`src/hw/rtl/tfv_pkg.sv`:
```
// ----------------------------------------------------------------------------
// tfv_pkg
// Shared types, register codes, status codes and the CRC byte update for the
// telemetry frame validator.
// ----------------------------------------------------------------------------
package tfv_pkg;

	localparam int TFV_PACKET_BYTES = 48;

	localparam logic [15:0] TFV_CRC_POLY   = 16'h1021;
	localparam logic [31:0] TFV_MAGIC_RST  = 32'h534D_4C54;
	localparam logic [15:0] TFV_SEED_RST   = 16'hFFFF;

	localparam int TFV_ADDR_W = 3;

	// register indexes, decoded from paddr[2]
	localparam logic TFV_REG_MAGIC = 1'b0;
	localparam logic TFV_REG_SEED  = 1'b1;

	// frame status codes
	localparam logic [2:0] TFV_ST_GOOD  = 3'd0;
	localparam logic [2:0] TFV_ST_LEN   = 3'd1;
	localparam logic [2:0] TFV_ST_RFAIL = 3'd2;
	localparam logic [2:0] TFV_ST_MAGIC = 3'd3;
	localparam logic [2:0] TFV_ST_CRC   = 3'd4;

	typedef struct packed {
		logic [7:0] data_byte;
		logic       last_byte;
		logic       read_fail;
	} tfv_beat_t;

	typedef struct packed {
		logic [2:0]  frame_status;
		logic [15:0] packet_sequence;
		logic [31:0] good_count;
		logic [31:0] bad_count;
	} tfv_report_t;

	// CRC-16/CCITT, MSB first, one byte
	function automatic logic [15:0] tfv_crc_byte(input logic [15:0] crc,
		input logic [7:0] b);
		logic [15:0] r;
		r = crc ^ {b, 8'h00};
		for (int i = 0; i < 8; i++) begin
			if (r[15]) begin
				r = {r[14:0], 1'b0} ^ TFV_CRC_POLY;
			end else begin
				r = {r[14:0], 1'b0};
			end
		end
		return r;
	endfunction

endpackage

```
`src/hw/rtl/tfv_rx_if.sv`:
```
// ----------------------------------------------------------------------------
// tfv_rx_if
// Byte channel into the validator: valid/ready plus one received frame byte.
// ----------------------------------------------------------------------------
interface tfv_rx_if;
	logic       valid;
	logic       ready;
	logic [7:0] data_byte;
	logic       last_byte;
	logic       read_fail;

	modport source (output valid, data_byte, last_byte, read_fail, input ready);
	modport sink   (input valid, data_byte, last_byte, read_fail, output ready);
endinterface

```
`src/hw/rtl/tfv_report_if.sv`:
```
// ----------------------------------------------------------------------------
// tfv_report_if
// Result channel out of the validator: valid/ready plus one frame report.
// ----------------------------------------------------------------------------
interface tfv_report_if;
	logic        valid;
	logic        ready;
	logic [2:0]  frame_status;
	logic [15:0] packet_sequence;
	logic [31:0] good_count;
	logic [31:0] bad_count;

	modport source (output valid, frame_status, packet_sequence, good_count,
		bad_count, input ready);
	modport sink   (input valid, frame_status, packet_sequence, good_count,
		bad_count, output ready);
endinterface

```
`src/hw/rtl/telemetry_frame_validator.sv`:
```
// ----------------------------------------------------------------------------
// telemetry_frame_validator
// Byte-serial frame checker: length, read failure, magic word and
// CRC-16/CCITT, with a status report per frame.
// ----------------------------------------------------------------------------
// Feed frame bytes on rx, one per beat, with last_byte set on the final byte
// and read_fail set on any byte of a frame the radio flagged. The block takes
// one byte per clock, save when a last byte stalls: each byte lands in an
// input register, and from there the CRC (one byte-wide update per cycle),
// magic compare, field capture and status decision run in a single pass into
// the report register. Only the last byte of a frame produces a report beat.
// The report is offered on report once the last byte has passed the input
// register and then been loaded into the report register. Bytes keep
// flowing while a report waits to be taken; only a second last byte stalls
// behind an untaken report. Status is 0 good, 1 length mismatch, 2 read
// failure, 3 bad magic, 4 bad CRC, decided in that order. Registers: 0x0 magic
// word (reset 0x534D4C54, first four bytes little-endian), 0x4 CRC seed (reset
// 0xFFFF, taken at each frame's first byte). Write them only while the block
// is idle.
// ----------------------------------------------------------------------------
module telemetry_frame_validator import tfv_pkg::*; #(
	parameter int PACKET_BYTES = TFV_PACKET_BYTES
) (
	input  logic                  clk,
	input  logic                  arst_n,
	input  logic                  psel,
	input  logic                  penable,
	input  logic                  pwrite,
	input  logic [TFV_ADDR_W-1:0] paddr,
	input  logic [31:0]           pwdata,
	output logic [31:0]           prdata,
	output logic                  pready,
	tfv_rx_if.sink                rx,
	tfv_report_if.source          report
);

	logic [31:0] magic_word;
	logic [15:0] crc_seed;

	// input stage
	logic        valid_s1;
	tfv_beat_t   beat_s1;
	logic        go_s1;

	// report register
	logic        rep_valid_q;
	tfv_report_t rep_q;
	tfv_report_t chk_report;

	tfv_cfg_regs u_cfg (
		.clk        (clk),
		.arst_n     (arst_n),
		.psel       (psel),
		.penable    (penable),
		.pwrite     (pwrite),
		.paddr      (paddr),
		.pwdata     (pwdata),
		.prdata     (prdata),
		.pready     (pready),
		.magic_word (magic_word),
		.crc_seed   (crc_seed)
	);

	// A non-last byte only updates frame state, so it always advances;
	// a last byte advances when the report register is free or draining.
	assign go_s1 = valid_s1 && (!beat_s1.last_byte || !rep_valid_q || report.ready);
	assign rx.ready = !valid_s1 || go_s1;

	tfv_frame_check #(
		.PACKET_BYTES (PACKET_BYTES)
	) u_check (
		.clk        (clk),
		.arst_n     (arst_n),
		.step       (go_s1),
		.beat       (beat_s1),
		.magic_word (magic_word),
		.crc_seed   (crc_seed),
		.report     (chk_report)
	);

	always_ff @(posedge clk or negedge arst_n) begin
		if (!arst_n) begin
			valid_s1    <= 1'b0;
			rep_valid_q <= 1'b0;
		end else begin
			// hold the input beat until the check stage consumes it
			if (rx.valid && rx.ready) begin
				valid_s1 <= 1'b1;
			end else if (go_s1) begin
				valid_s1 <= 1'b0;
			end
			// load a report on a last byte, drop it once taken
			if (go_s1 && beat_s1.last_byte) begin
				rep_valid_q <= 1'b1;
			end else if (report.ready) begin
				rep_valid_q <= 1'b0;
			end
		end
	end

	always_ff @(posedge clk) begin
		if (rx.valid && rx.ready) begin
			beat_s1.data_byte <= rx.data_byte;
			beat_s1.last_byte <= rx.last_byte;
			beat_s1.read_fail <= rx.read_fail;
		end
		if (go_s1 && beat_s1.last_byte) begin
			rep_q <= chk_report;
		end
	end

	assign report.valid           = rep_valid_q;
	assign report.frame_status    = rep_q.frame_status;
	assign report.packet_sequence = rep_q.packet_sequence;
	assign report.good_count      = rep_q.good_count;
	assign report.bad_count       = rep_q.bad_count;

endmodule

```
`src/hw/rtl/tfv_cfg_regs.sv`:
```
// ----------------------------------------------------------------------------
// tfv_cfg_regs
// APB register file: magic word and CRC seed.
// ----------------------------------------------------------------------------
module tfv_cfg_regs import tfv_pkg::*; (
	input  logic                  clk,
	input  logic                  arst_n,
	input  logic                  psel,
	input  logic                  penable,
	input  logic                  pwrite,
	input  logic [TFV_ADDR_W-1:0] paddr,
	input  logic [31:0]           pwdata,
	output logic [31:0]           prdata,
	output logic                  pready,
	output logic [31:0]           magic_word,
	output logic [15:0]           crc_seed
);

	logic wr_en;

	assign pready = 1'b1;
	assign wr_en  = psel && penable && pwrite;

	always_ff @(posedge clk or negedge arst_n) begin
		if (!arst_n) begin
			magic_word <= TFV_MAGIC_RST;
			crc_seed   <= TFV_SEED_RST;
		end else if (wr_en) begin
			case (paddr[2])
				TFV_REG_MAGIC: magic_word <= pwdata;
				TFV_REG_SEED:  crc_seed   <= pwdata[15:0];
				default: ;
			endcase
		end
	end

	always_comb begin
		case (paddr[2])
			TFV_REG_MAGIC: prdata = magic_word;
			TFV_REG_SEED:  prdata = {16'h0000, crc_seed};
			default:       prdata = 32'h0000_0000;
		endcase
	end

endmodule

```
`src/hw/rtl/tfv_frame_check.sv`:
```
// ----------------------------------------------------------------------------
// tfv_frame_check
// Per-frame state, byte-wide CRC update, check ordering and saturating
// frame counters.
// ----------------------------------------------------------------------------
module tfv_frame_check import tfv_pkg::*; #(
	parameter int PACKET_BYTES = TFV_PACKET_BYTES
) (
	input  logic        clk,
	input  logic        arst_n,
	input  logic        step,
	input  tfv_beat_t   beat,
	input  logic [31:0] magic_word,
	input  logic [15:0] crc_seed,
	output tfv_report_t report
);

	localparam logic [7:0] LAST_POS   = 8'(PACKET_BYTES - 1);
	localparam logic [7:0] CRC_LO_POS = 8'(PACKET_BYTES - 2);
	localparam logic [7:0] SEQ_LO_POS = 8'd6;
	localparam logic [7:0] SEQ_HI_POS = 8'd7;
	localparam logic [7:0] MAGIC_LEN  = 8'd4;

	logic [7:0]  pos_q;
	logic [15:0] crc_q;
	logic        magic_ok_q;
	logic [15:0] rcrc_q;
	logic [15:0] seq_q;
	logic        fail_q;
	logic [31:0] good_q;
	logic [31:0] bad_q;

	logic [15:0] crc_base;
	logic [15:0] crc_next;
	logic [7:0]  magic_byte;
	logic        magic_next;
	logic [15:0] seq_next;
	logic [15:0] rcrc_next;
	logic        fail_next;
	logic [2:0]  status;
	logic [31:0] good_next;
	logic [31:0] bad_next;

	always_comb begin
		crc_base   = (pos_q == 8'd0) ? crc_seed : crc_q;
		magic_byte = 8'(magic_word >> {pos_q[1:0], 3'b000});
		magic_next = magic_ok_q && !((pos_q < MAGIC_LEN) && (beat.data_byte != magic_byte));

		seq_next = seq_q;
		if (pos_q == SEQ_LO_POS) begin
			seq_next = {seq_q[15:8], beat.data_byte};
		end else if (pos_q == SEQ_HI_POS) begin
			seq_next = {beat.data_byte, seq_q[7:0]};
		end

		crc_next  = crc_base;
		rcrc_next = rcrc_q;
		if (pos_q < CRC_LO_POS) begin
			crc_next = tfv_crc_byte(crc_base, beat.data_byte);
		end else if (pos_q == CRC_LO_POS) begin
			rcrc_next = {rcrc_q[15:8], beat.data_byte};
		end else if (pos_q == LAST_POS) begin
			rcrc_next = {beat.data_byte, rcrc_q[7:0]};
		end

		fail_next = fail_q || beat.read_fail;

		if (pos_q != LAST_POS) begin
			status = TFV_ST_LEN;
		end else if (fail_next) begin
			status = TFV_ST_RFAIL;
		end else if (!magic_next) begin
			status = TFV_ST_MAGIC;
		end else if (rcrc_next != crc_next) begin
			status = TFV_ST_CRC;
		end else begin
			status = TFV_ST_GOOD;
		end

		good_next = good_q;
		bad_next  = bad_q;
		if (status == TFV_ST_GOOD) begin
			if (good_q != '1) good_next = good_q + 32'd1;
		end else begin
			if (bad_q != '1) bad_next = bad_q + 32'd1;
		end

		report.frame_status    = status;
		report.packet_sequence = seq_next;
		report.good_count      = good_next;
		report.bad_count       = bad_next;
	end

	always_ff @(posedge clk or negedge arst_n) begin
		if (!arst_n) begin
			pos_q      <= 8'd0;
			crc_q      <= TFV_SEED_RST;
			magic_ok_q <= 1'b1;
			rcrc_q     <= 16'h0000;
			seq_q      <= 16'h0000;
			fail_q     <= 1'b0;
			good_q     <= 32'd0;
			bad_q      <= 32'd0;
		end else if (step) begin
			if (beat.last_byte) begin
				// close the frame: bump a counter, clear per-frame state
				pos_q      <= 8'd0;
				crc_q      <= crc_seed;
				magic_ok_q <= 1'b1;
				rcrc_q     <= 16'h0000;
				seq_q      <= 16'h0000;
				fail_q     <= 1'b0;
				good_q     <= good_next;
				bad_q      <= bad_next;
			end else begin
				if (pos_q != 8'hFF) pos_q <= pos_q + 8'd1;
				crc_q      <= crc_next;
				magic_ok_q <= magic_next;
				rcrc_q     <= rcrc_next;
				seq_q      <= seq_next;
				fail_q     <= fail_next;
			end
		end
	end

endmodule

```
`src/flat_wrapper.sv`:
```
// flat-port wrapper written by rule: the top's interface ports become plain ports
module telemetry_frame_validator_flat import tfv_pkg::*;
#(
	parameter int PACKET_BYTES = TFV_PACKET_BYTES
)
  (clk, arst_n, psel, penable, pwrite, paddr, pwdata, prdata, pready, rx_valid, rx_data_byte, rx_last_byte, rx_read_fail, rx_ready, report_valid, report_frame_status, report_packet_sequence, report_good_count, report_bad_count, report_ready);
  tfv_rx_if rx_i ();
  tfv_report_if report_i ();
  input  logic clk;
  input  logic arst_n;
  input  logic psel;
  input  logic penable;
  input  logic pwrite;
  input  logic [TFV_ADDR_W-1:0] paddr;
  input  logic [31:0] pwdata;
  output logic [31:0] prdata;
  output logic pready;
  input wire logic [$bits(rx_i.valid)-1:0] rx_valid;
  input wire logic [$bits(rx_i.data_byte)-1:0] rx_data_byte;
  input wire logic [$bits(rx_i.last_byte)-1:0] rx_last_byte;
  input wire logic [$bits(rx_i.read_fail)-1:0] rx_read_fail;
  output wire logic [$bits(rx_i.ready)-1:0] rx_ready;
  output wire logic [$bits(report_i.valid)-1:0] report_valid;
  output wire logic [$bits(report_i.frame_status)-1:0] report_frame_status;
  output wire logic [$bits(report_i.packet_sequence)-1:0] report_packet_sequence;
  output wire logic [$bits(report_i.good_count)-1:0] report_good_count;
  output wire logic [$bits(report_i.bad_count)-1:0] report_bad_count;
  input wire logic [$bits(report_i.ready)-1:0] report_ready;
  assign rx_i.valid = rx_valid;
  assign rx_i.data_byte = rx_data_byte;
  assign rx_i.last_byte = rx_last_byte;
  assign rx_i.read_fail = rx_read_fail;
  assign rx_ready = rx_i.ready;
  assign report_valid = report_i.valid;
  assign report_frame_status = report_i.frame_status;
  assign report_packet_sequence = report_i.packet_sequence;
  assign report_good_count = report_i.good_count;
  assign report_bad_count = report_i.bad_count;
  assign report_i.ready = report_ready;
  telemetry_frame_validator #(.PACKET_BYTES(PACKET_BYTES)) u_core (.clk(clk), .arst_n(arst_n), .psel(psel), .penable(penable), .pwrite(pwrite), .paddr(paddr), .pwdata(pwdata), .prdata(prdata), .pready(pready), .rx(rx_i), .report(report_i));
endmodule
```
`config.mk`:
```
export PLATFORM = sky130hd
export DESIGN_NAME = telemetry_frame_validator_flat
export DESIGN_NICKNAME = d
export VERILOG_FILES = /design/src/hw/rtl/tfv_pkg.sv /design/src/hw/rtl/tfv_rx_if.sv /design/src/hw/rtl/tfv_report_if.sv /design/src/hw/rtl/telemetry_frame_validator.sv /design/src/hw/rtl/tfv_cfg_regs.sv /design/src/hw/rtl/tfv_frame_check.sv /design/src/flat_wrapper.sv
export SDC_FILE = /design/constraint.sdc
export NUM_CORES = 1
export LEC_CHECK = 0
export BUFFER_PORTS_ARGS = -buffer_cell sky130_fd_sc_hd__buf_2
export CAP_MARGIN = 20
export CORE_UTILIZATION = 24
export CTS_BUF_LIST = sky130_fd_sc_hd__clkbuf_8
export DETAILED_ROUTE_END_ITERATION = 6
export GPL_TIMING_DRIVEN = 0
export PLACE_DENSITY = 0.37
export SLEW_MARGIN = 15
export SYNTH_ARGS = -nofsm -noshare
export SYNTH_HDL_FRONTEND = slang
export SYNTH_SLANG_ARGS = --single-unit
```
`constraint.sdc`:
```
create_clock -name clk -period 12.81 [get_ports clk]
set_clock_uncertainty 0.05 [all_clocks]
set_input_delay 1.9215 -clock clk [delete_from_list [all_inputs] [get_ports clk]]
set_output_delay 1.9215 -clock clk [all_outputs]
set_load 0.02 [all_outputs]
```
# After elaboration in Yosys (flattened, before gate mapping)
# Cells that the tools add are included.
# op_classes
magnitude_cmp	2
n_addsub	3
mux	42
shift	1
eq_ne	10
n_reduce_logical	24
bitwise_logic	10
# ops
cell	n
2-to-1 mux 16 bit	17
2-to-1 mux 32 bit	4
2-to-1 mux 13 bit	8
adder 32 x 1 -> 32 bit, second input constant	2
inequality test 32 bit, second input constant	2
case mux 32 bit (2 select lines)	1
right shift 32 x 5 -> 8 bit	1
NOT 3 bit	8
equality test 8 x 3 -> 1 bit, second input constant	2
equality test 8 x 6 -> 1 bit, second input constant	2
2-to-1 mux 8 bit	2
inequality test 16 bit	1
bitwise XOR 16 bit	1
2-to-1 mux 3 bit	4
adder 8 x 1 -> 8 bit, second input constant	1
logical NOT 8 bit	1
less-than comparator 8 x 3 -> 1 bit, second input constant	1
less-than comparator 8 x 6 -> 1 bit, second input constant	1
inequality test 8 x 6 -> 1 bit, second input constant	1
inequality test 8 bit	1
inequality test 8 bit, second input constant	1
AND reduction 2 bit	4
logical AND 1 bit	7
2-to-1 mux 1 bit	6
other kinds (5)	13
# word_totals
in_bits	52
wordCells	111
register_bits	265

# Longest topological paths before layout
# Gate-level depths: netlist (run 1).
# logic_depth
ltp_word	34
mapped_depth	18
depth_no_buf	12

# Modules after synthesis
# From an unflattened synthesis (run 1), not the netlist that was laid out.
# hier_totals
cells_unflattened	1179
area_unflattened_um2	13945.9
# modules_own_cells
mod	cells_each	area_per_inst_um2	instances	seq_area_each_um2
tfv_frame_check	936	8733.4	1	3074.2
telemetry_frame_validator	103	2914.0	1	2842.7
tfv_cfg_regs	140	2298.5	1	1238.7

# Worst setup path before layout (run 1)
# OpenSTA, ideal clock, no wires.
# synth_timing
path_type	input to register
startpoint	input port report_ready
endpoint	register u_core.u_check.good_q[26]
setup_slack_ns	7.089
t_required_ns	12.629
arrival_ns	5.540
cell_stages	8
path_cell_list	nand3b_1 and2_1 nand2_1 clkbuf_1 clkinv_1 buf_1 nand4_1 xnor2_1
# synth_between
elab_chain_cells	3
# synth_rtl
element	line_no	source
start: declaration	flat_wrapper.sv:28	input wire logic [$bits(report_i.ready)-1:0] report_ready;
logical OR 1 bit	telemetry_frame_validator.sv:66	assign go_s1 = valid_s1 && (!beat_s1.last_byte || !rep_valid_q || report.ready);
logical AND 1 bit	telemetry_frame_validator.sv:66	
AND reduction 2 bit (no line)	n/a	
end signal: assignment	tfv_frame_check.sv:113	good_q <= good_next;
end: declaration	tfv_frame_check.sv:30	logic [31:0] good_q;
# Every way passes these cells.
# A chain may end at the register's enable or synchronous reset.

==> flow_summary_export.csv, run 1 <==
group,metric,value,unit
clock_network,cts_tree,"yes",
drt,drcViolationCount,0,
sta,fin_setup_tns,0,ps
clock_network,clk_pin_slew_worst_paths,60,ps
synthesis,syn_avg_cell_area,11.3,um2
drt,dr.first_iter.drc_count,713,
final_layout,syn2layout_area_growth,21.1,%
place,place.gp.congestion,0.798,
synthesis,syn_inst,1224,
clock_network,cts_setup_buffers,0,
synthesis,synth_area_leaders,"dfrtp_1 (23%), edfxtp_1 (20%), dfstp_2 (8.9%)",
final_layout,nNetsFinal,1504,
floorplanning,rows,87,
synthesis,ys.warnings.count,0,
critical_path,path_max_fanout,10,
sta,period_share,47.2,%
global_routing,grt_pass1_vias,10600,
synthesis,synthTopCellsByCount,"dfrtp_1 (125), xnor2_1 (100), edfxtp_1 (93)",
drt,viasPerCell,4.67,
floorplanning,die_x,243,um
drt,antenna_left,0,
global_routing,antenna_found_initial,5,
place,port_buffers,165,
sta,setup_viol,0,
synthesis,synthArstFlopShare,64.9,%
synthesis,synth_area_leader_cell,"dfrtp_1",
final_layout,finalCoreUtilization,29.6,%
drt,routed_wl,44.2,mm
clock_network,cts_root_buf,"clkbuf_8",
run_status,status,"finished clean",
place,hpwlAfterDp,31.3,mm
synthesis,synth_area,0.0139,mm2
critical_path,cp-start-kind,"flop",
sta,setup_ws,6770,ps
synthesis,synthMostInstantiatedCell,"dfrtp_1",
critical_path,crit_required,13130,ps
final_layout,n_fill_cell,5983,
synthesis,synth.top_cell.area_share,22.5,%
floorplanning,start_util,24.4,%
floorplanning,die-area,0.0588,mm2
synthesis,syn_nets,1281,
synthesis,synthFlopType,"dfrtp_1",
synthesis,synth_edf_count,93,
min_path,hold_class,"flop to flop",
pwr,power_density,151,mW/mm2
synthesis,ys_ff_latch,265,
sta,rsz0062_at_grt,"false",
synthesis,seq_area_frac_synth,51.5,%
floorplanning,io-pin-count,170,
critical_path,worstSetupEndpointType,"flop",
sta,tightest_slew,1020,ps
sta,fin_crit,6040,ps
final_layout,drive_gt1_share,27.8,%
pwr,p_leak,7.17,nW
clock_network,cts_buffer_depth,3,
global_routing,gr-usage-all-layers,15.0,%
place,place_ws,6660,ps
clock_network,cts-buffers-inserted,51,
critical_path,cp.arrival,6360,ps
clock_network,clk_latency,650,ps
clock_network,htreeDepth,2,
final_layout,final_cell_area,0.0168,mm2
clock_network,clock-sinks,265,
drt,num_vias,10500,
sta,slew_headroom,32.2,%
pwr,vdd_drop_max,63.1,uV
drt,first_pass_iters,5,
critical_path,worst-setup-path-type,"flop to flop",
clock_network,cts_resized,0,
sta,max_freq,0.165,GHz
place,place_area,0.0158,mm2
global_routing,grt_max_degree,73,
sta,hold_violations,0,
floorplanning,die_y,243,um
sta,slew_violations,0,
flow_run,maxCapViolCount,0,
synthesis,ys_types,63,
floorplanning,fp.coreArea,0.0568,mm2
global_routing,grt_remaining_overflow,0,
drt,routedWlPerCell,19.7,um
global_routing,grt_pass1_wl,67.4,mm
clock_network,ctsHoldBuffers,0,
-- path summary, 6_finish.rpt --
| kind | startpoint | endpoint | slack, ps | cells after the start |
|---|---|---|---|---|
| max | u_core.u_check.pos_q[0] | u_core.report.good_count[3] | 6770 | 17 |
| min | u_core.u_check.crc_q[5] | u_core.u_check.crc_q[5] | 430 | 2 |
| max reg2reg | u_core.u_check.pos_q[0] | u_core.report.good_count[3] | 6770 | 17 |
| min reg2reg | u_core.u_check.crc_q[5] | u_core.u_check.crc_q[5] | 430 | 2 |
| max in group asynchronous | arst_n | u_core.u_cfg.magic_word[24] | 10470 | 3 |
| min in group asynchronous | arst_n | u_core.u_check.bad_q[14] | 1120 | 1 |
-- layout make-up --
type                       count  area [um2]  share of cell area [%]
sequential                   265        7160                    42.6
multi-input combinational    863        6310                    37.5
timing repair buffer         170         958                    5.70
tap                          756         946                    5.63
clock buffer                  59         812                    4.83
buffer                        83         374                    2.22
clock inverter                36         204                    1.21
inverter                      13        48.8                   0.290
antenna                        2        5.00                  0.0298
-- worst max-delay path, stage by stage, from the launching register on --
cell and delay, ps:
dfrtp_1 500, buf_1 700, inv_1 250, ha_1 280, nor4b_2 180, nand2_1 400, clkbuf_1 650, mux2i_1 510
xnor2_1 170, o32ai_1 110, a211oi_1 250, o2111ai_1 220, nor4_2 560, buf_4 270, buf_6 170, buf_4 200
nand3_1 100, xnor2_1 180
-- stage by stage --
stage	std cells	hold slack, ps	total power, W
2_1_floorplan	1224	400	0.00149
3_3_place_gp	2145	414	0.00170
3_5_place_dp	2150	424	0.00170
4_1_cts	2245	434	0.00259
5_1_grt	2246	460	0.00268
6_report	2247	433	0.00254
-- cells in the final DEF (no fill, tap or decap), types with 27 or more instances in the layout --
cell type,count
xnor2_1,100
nand4_1,38
xor2_1,74
dfstp_2,47
edfxtp_1,93
nand2_1,69
dfrtp_1,125
nand3_1,69
clkbuf_1,53
buf_2,178
mux2_2,85
a22o_1,30
o21ai_0,27
nor2_1,48
mux2i_1,28
clkbuf_8,59
nor2b_1,37
inv_1,31
nor3_1,52
and3_1,28
-- cell families after synthesis --
kind of cell / Yosys count / synth area share, %
AND/OR/NAND/NOR: 427 / 16.8
flip-flops: 265 / 51.5
XOR/XNOR: 177 / 11.3
AO/OA/AOI/OAI: 131 / 6.48
multiplexers: 122 / 10.3
buffers and inverters: 96 / 3.04
adder cells (fa/ha/maj): 5 / 0.451
other: 1 / 0.0270
-- flip-flops by register name, indices dropped and copies added (netlist names) --
name                           count
u_core.u_cfg.crc_seed             16
u_core.u_check.seq_q              16
u_core.u_check.crc_q              16
u_core.u_check.rcrc_q             16
u_core.u_check.fail_q              1
u_core.u_cfg.magic_word           32
u_core.valid_s1                    1
u_core.u_check.bad_q              32
u_core.report.valid                1
u_core.u_check.magic_ok_q          1
u_core.report.bad_count           32
u_core.u_check.pos_q               8
u_core.beat_s1                    10
u_core.report.good_count          32
u_core.report.frame_status         3
u_core.report.packet_sequence     16
u_core.u_check.good_q             32
-- per-layer routing --
| metal | up-vias | track usage, % | part of all wire [%] |
|---|---|---|---|
| met1 | 5251 | 22.2 | 50 |
| met5 | - | 0 | 0.061 |
| met3 | 69 | 3.41 | 5.2 |
| li1 | 4910 | - | - |
| met2 | 259 | 21.4 | 42 |
| met4 | 4 | 4.24 | 2.0 |
-- where the power goes --
part           leakage, nW  switching, W  internal (W)
sequential            3.14     0.0000817      0.000992
combinational         3.44      0.000352      0.000257
clock                0.593      0.000400      0.000459
(Power assumes the default switching activity.)
==> run 2, diff against run 1 <==
--- a/config.mk
+++ b/config.mk
@@ -11,7 +11,7 @@
 export CTS_BUF_LIST = sky130_fd_sc_hd__clkbuf_8
 export DETAILED_ROUTE_END_ITERATION = 6
 export GPL_TIMING_DRIVEN = 0
-export PLACE_DENSITY = 0.37
+export PLACE_DENSITY = 0.38
 export SLEW_MARGIN = 15
 export SYNTH_ARGS = -nofsm -noshare
 export SYNTH_HDL_FRONTEND = slang
==> constraint.sdc (replaced) <==
create_clock -name clk -period 5.3 [get_ports clk]
set_clock_uncertainty 0.05 [all_clocks]
set_input_delay 0.795 -clock clk [delete_from_list [all_inputs] [get_ports clk]]
set_output_delay 0.795 -clock clk [all_outputs]
set_load 0.02 [all_outputs]
==> flow_summary_export.csv, run 2 (synthesis results as in run 1) <==
group,metric,value,unit
run_status,status,"finished clean",
flow_run,maxCapViolCount,0,
final_layout,nNetsFinal,1505,
floorplanning,io-pin-count,170,
drt,drcViolationCount,0,
clock_network,cts_tree,"yes",
critical_path,worstSetupEndpointType,"flop",
floorplanning,start_util,24.4,%
drt,first_pass_iters,5,
sta,slew_violations,0,
drt,routed_wl,44.1,mm
sta,max_freq,0.201,GHz
sta,fin_crit,4980,ps
clock_network,cts_buffer_depth,3,
drt,dr.first_iter.drc_count,633,
global_routing,grt_pass1_wl,68.2,mm
final_layout,final_cell_mix,"buf_2 (177), dfrtp_1 (125), xnor2_1 (99)",
global_routing,grt_remaining_overflow,0,
floorplanning,die_y,243,um
clock_network,cts_setup_buffers,0,
final_layout,final_cells,2252,
floorplanning,die_x,243,um
critical_path,worst-setup-path-type,"flop to flop",
final_layout,final_common_cell,"buf_2",
place,place.gp.congestion,0.823,
global_routing,gr-usage-all-layers,15.1,%
sta,hold_slack,145,ps
drt,antenna_left,0,
global_routing,grt_max_degree,90,
final_layout,drive_gt1_share,28.3,%
sta,hold_violations,0,
drt,routedWlPerCell,19.6,um
min_path,hold_class,"input pin to async pin",
pwr,vdd_drop_max,176,uV
clock_network,clk_latency,640,ps
sta,period_share,94.0,%
global_routing,grt_pass1_vias,10800,
clock_network,clk_pin_slew_worst_paths,60,ps
drt,num_vias,10500,
clock_network,cts-buffers-inserted,54,
place,dp.cells,2149,
clock_network,ctsHoldBuffers,0,
place,port_buffers,165,
sta,setup_viol,0,
clock_network,clock-sinks,265,
pwr,p_leak,7.23,nW
global_routing,antenna_found_initial,4,
place,hpwlAfterDp,31.0,mm
critical_path,cp.arrival,5360,ps
sta,rsz0062_at_grt,"false",
floorplanning,die-area,0.0588,mm2
clock_network,cts_root_buf,"clkbuf_8",
place,place_ws,-680,ps
drt,viasPerCell,4.66,
final_layout,syn2layout_area_growth,21.8,%
critical_path,crit_required,5680,ps
sta,slew_headroom,40.7,%
floorplanning,fp.coreArea,0.0568,mm2
clock_network,htreeDepth,2,
critical_path,cp-start-kind,"flop",
floorplanning,rows,87,
sta,setup_ws,316,ps
pwr,power_density,368,mW/mm2
sta,tightest_slew,889,ps
critical_path,path_max_fanout,10,
critical_path,r2r_cells,16,
## run 2: cell types whose count changed in the layout (fill, tap and decap cells not counted), sizes merged
cell / before / now
buf: 200 / 197
clkinvlp: 1 / 0
clkinv: 14 / 18
inv: 32 / 35
clkbuf: 112 / 114
## run 2: per-stage QoR
step           utilization [%]  power [W]  setup TNS [ps]  instance area (um2)
3_3_place_gp              27.6    0.00409         -187340                15700
5_1_grt                   29.8    0.00658               0                16900
3_5_place_dp              27.7    0.00410          -63820                15800
4_1_cts                   29.7    0.00630               0                16900
6_report                  29.8    0.00622               0                16900
2_1_floorplan                -    0.00360               0                13900
## run 2: path summary, 6_finish.rpt
path                                         start                          end  slack, ps
max                        u_core.u_check.pos_q[0]  u_core.report.bad_count[27]        320
min                                         arst_n  u_core.u_cfg.magic_word[13]        150
max reg2reg                u_core.u_check.pos_q[0]  u_core.report.bad_count[27]        320
min reg2reg                u_core.u_check.crc_q[6]      u_core.u_check.crc_q[6]        430
max in group asynchronous                   arst_n     u_core.u_check.bad_q[12]       4070
min in group clk                   rx_data_byte[5]            u_core.beat_s1[7]        290
## run 2: cell type report
cell class / count / area (um2)
Fill cell: 5996 / 39900
Sequential cell: 265 / 7160
Multi-Input combinational cell: 863 / 6390
Tap cell: 756 / 946
Timing Repair Buffer: 169 / 931
Clock buffer: 60 / 826
Buffer: 82 / 379
Clock inverter: 42 / 229
Inverter: 13 / 48.8
Antenna cell: 2 / 5.00
## run 2: what timing repair did
item	4_1_cts	5_1_grt
pin swaps	0	1
endpoints found under the setup margin	128	73
gates resized for setup	9	8
## run 2: report_power, final
| part | leakage, nW | total (W) | switching (W) | internal (W) |
|---|---|---|---|---|
| Combinational | 3.46 | 0.00152 | 0.000873 | 0.000649 |
| Clock | 0.624 | 0.00211 | 0.000971 | 0.00113 |
| Sequential | 3.14 | 0.00259 | 0.000196 | 0.00240 |
| Total | 7.23 | 0.00622 | 0.00204 | 0.00418 |
## run 2: layer usage
| layer | vias to the layer above | GRT usage, % | share of wire (%) | wire length [um] |
|---|---|---|---|---|
| li1 | 4926 | - | - | - |
| met1 | 5209 | 21.6 | 49 | 21600 |
| met2 | 283 | 22.3 | 43 | 19000 |
| met3 | 72 | 3.17 | 5.2 | 2310 |
| met4 | 4 | 4.95 | 2.4 | 1080 |
| met5 | - | 0 | 0.048 | 21 |
## run 2: critical path: stages, from the launching register on
cell	delay, ps
dfrtp_1	460
clkbuf_4	270
inv_1	160
ha_1	180
or4b_4	540
clkbuf_4	250
o22ai_1	170
nand3_1	220
xnor2_4	360
xor2_2	270
mux2_2	360
a31oi_1	310
nor4_4	120
buf_4	190
buf_2	190
nor4b_1	380
xor2_1	280
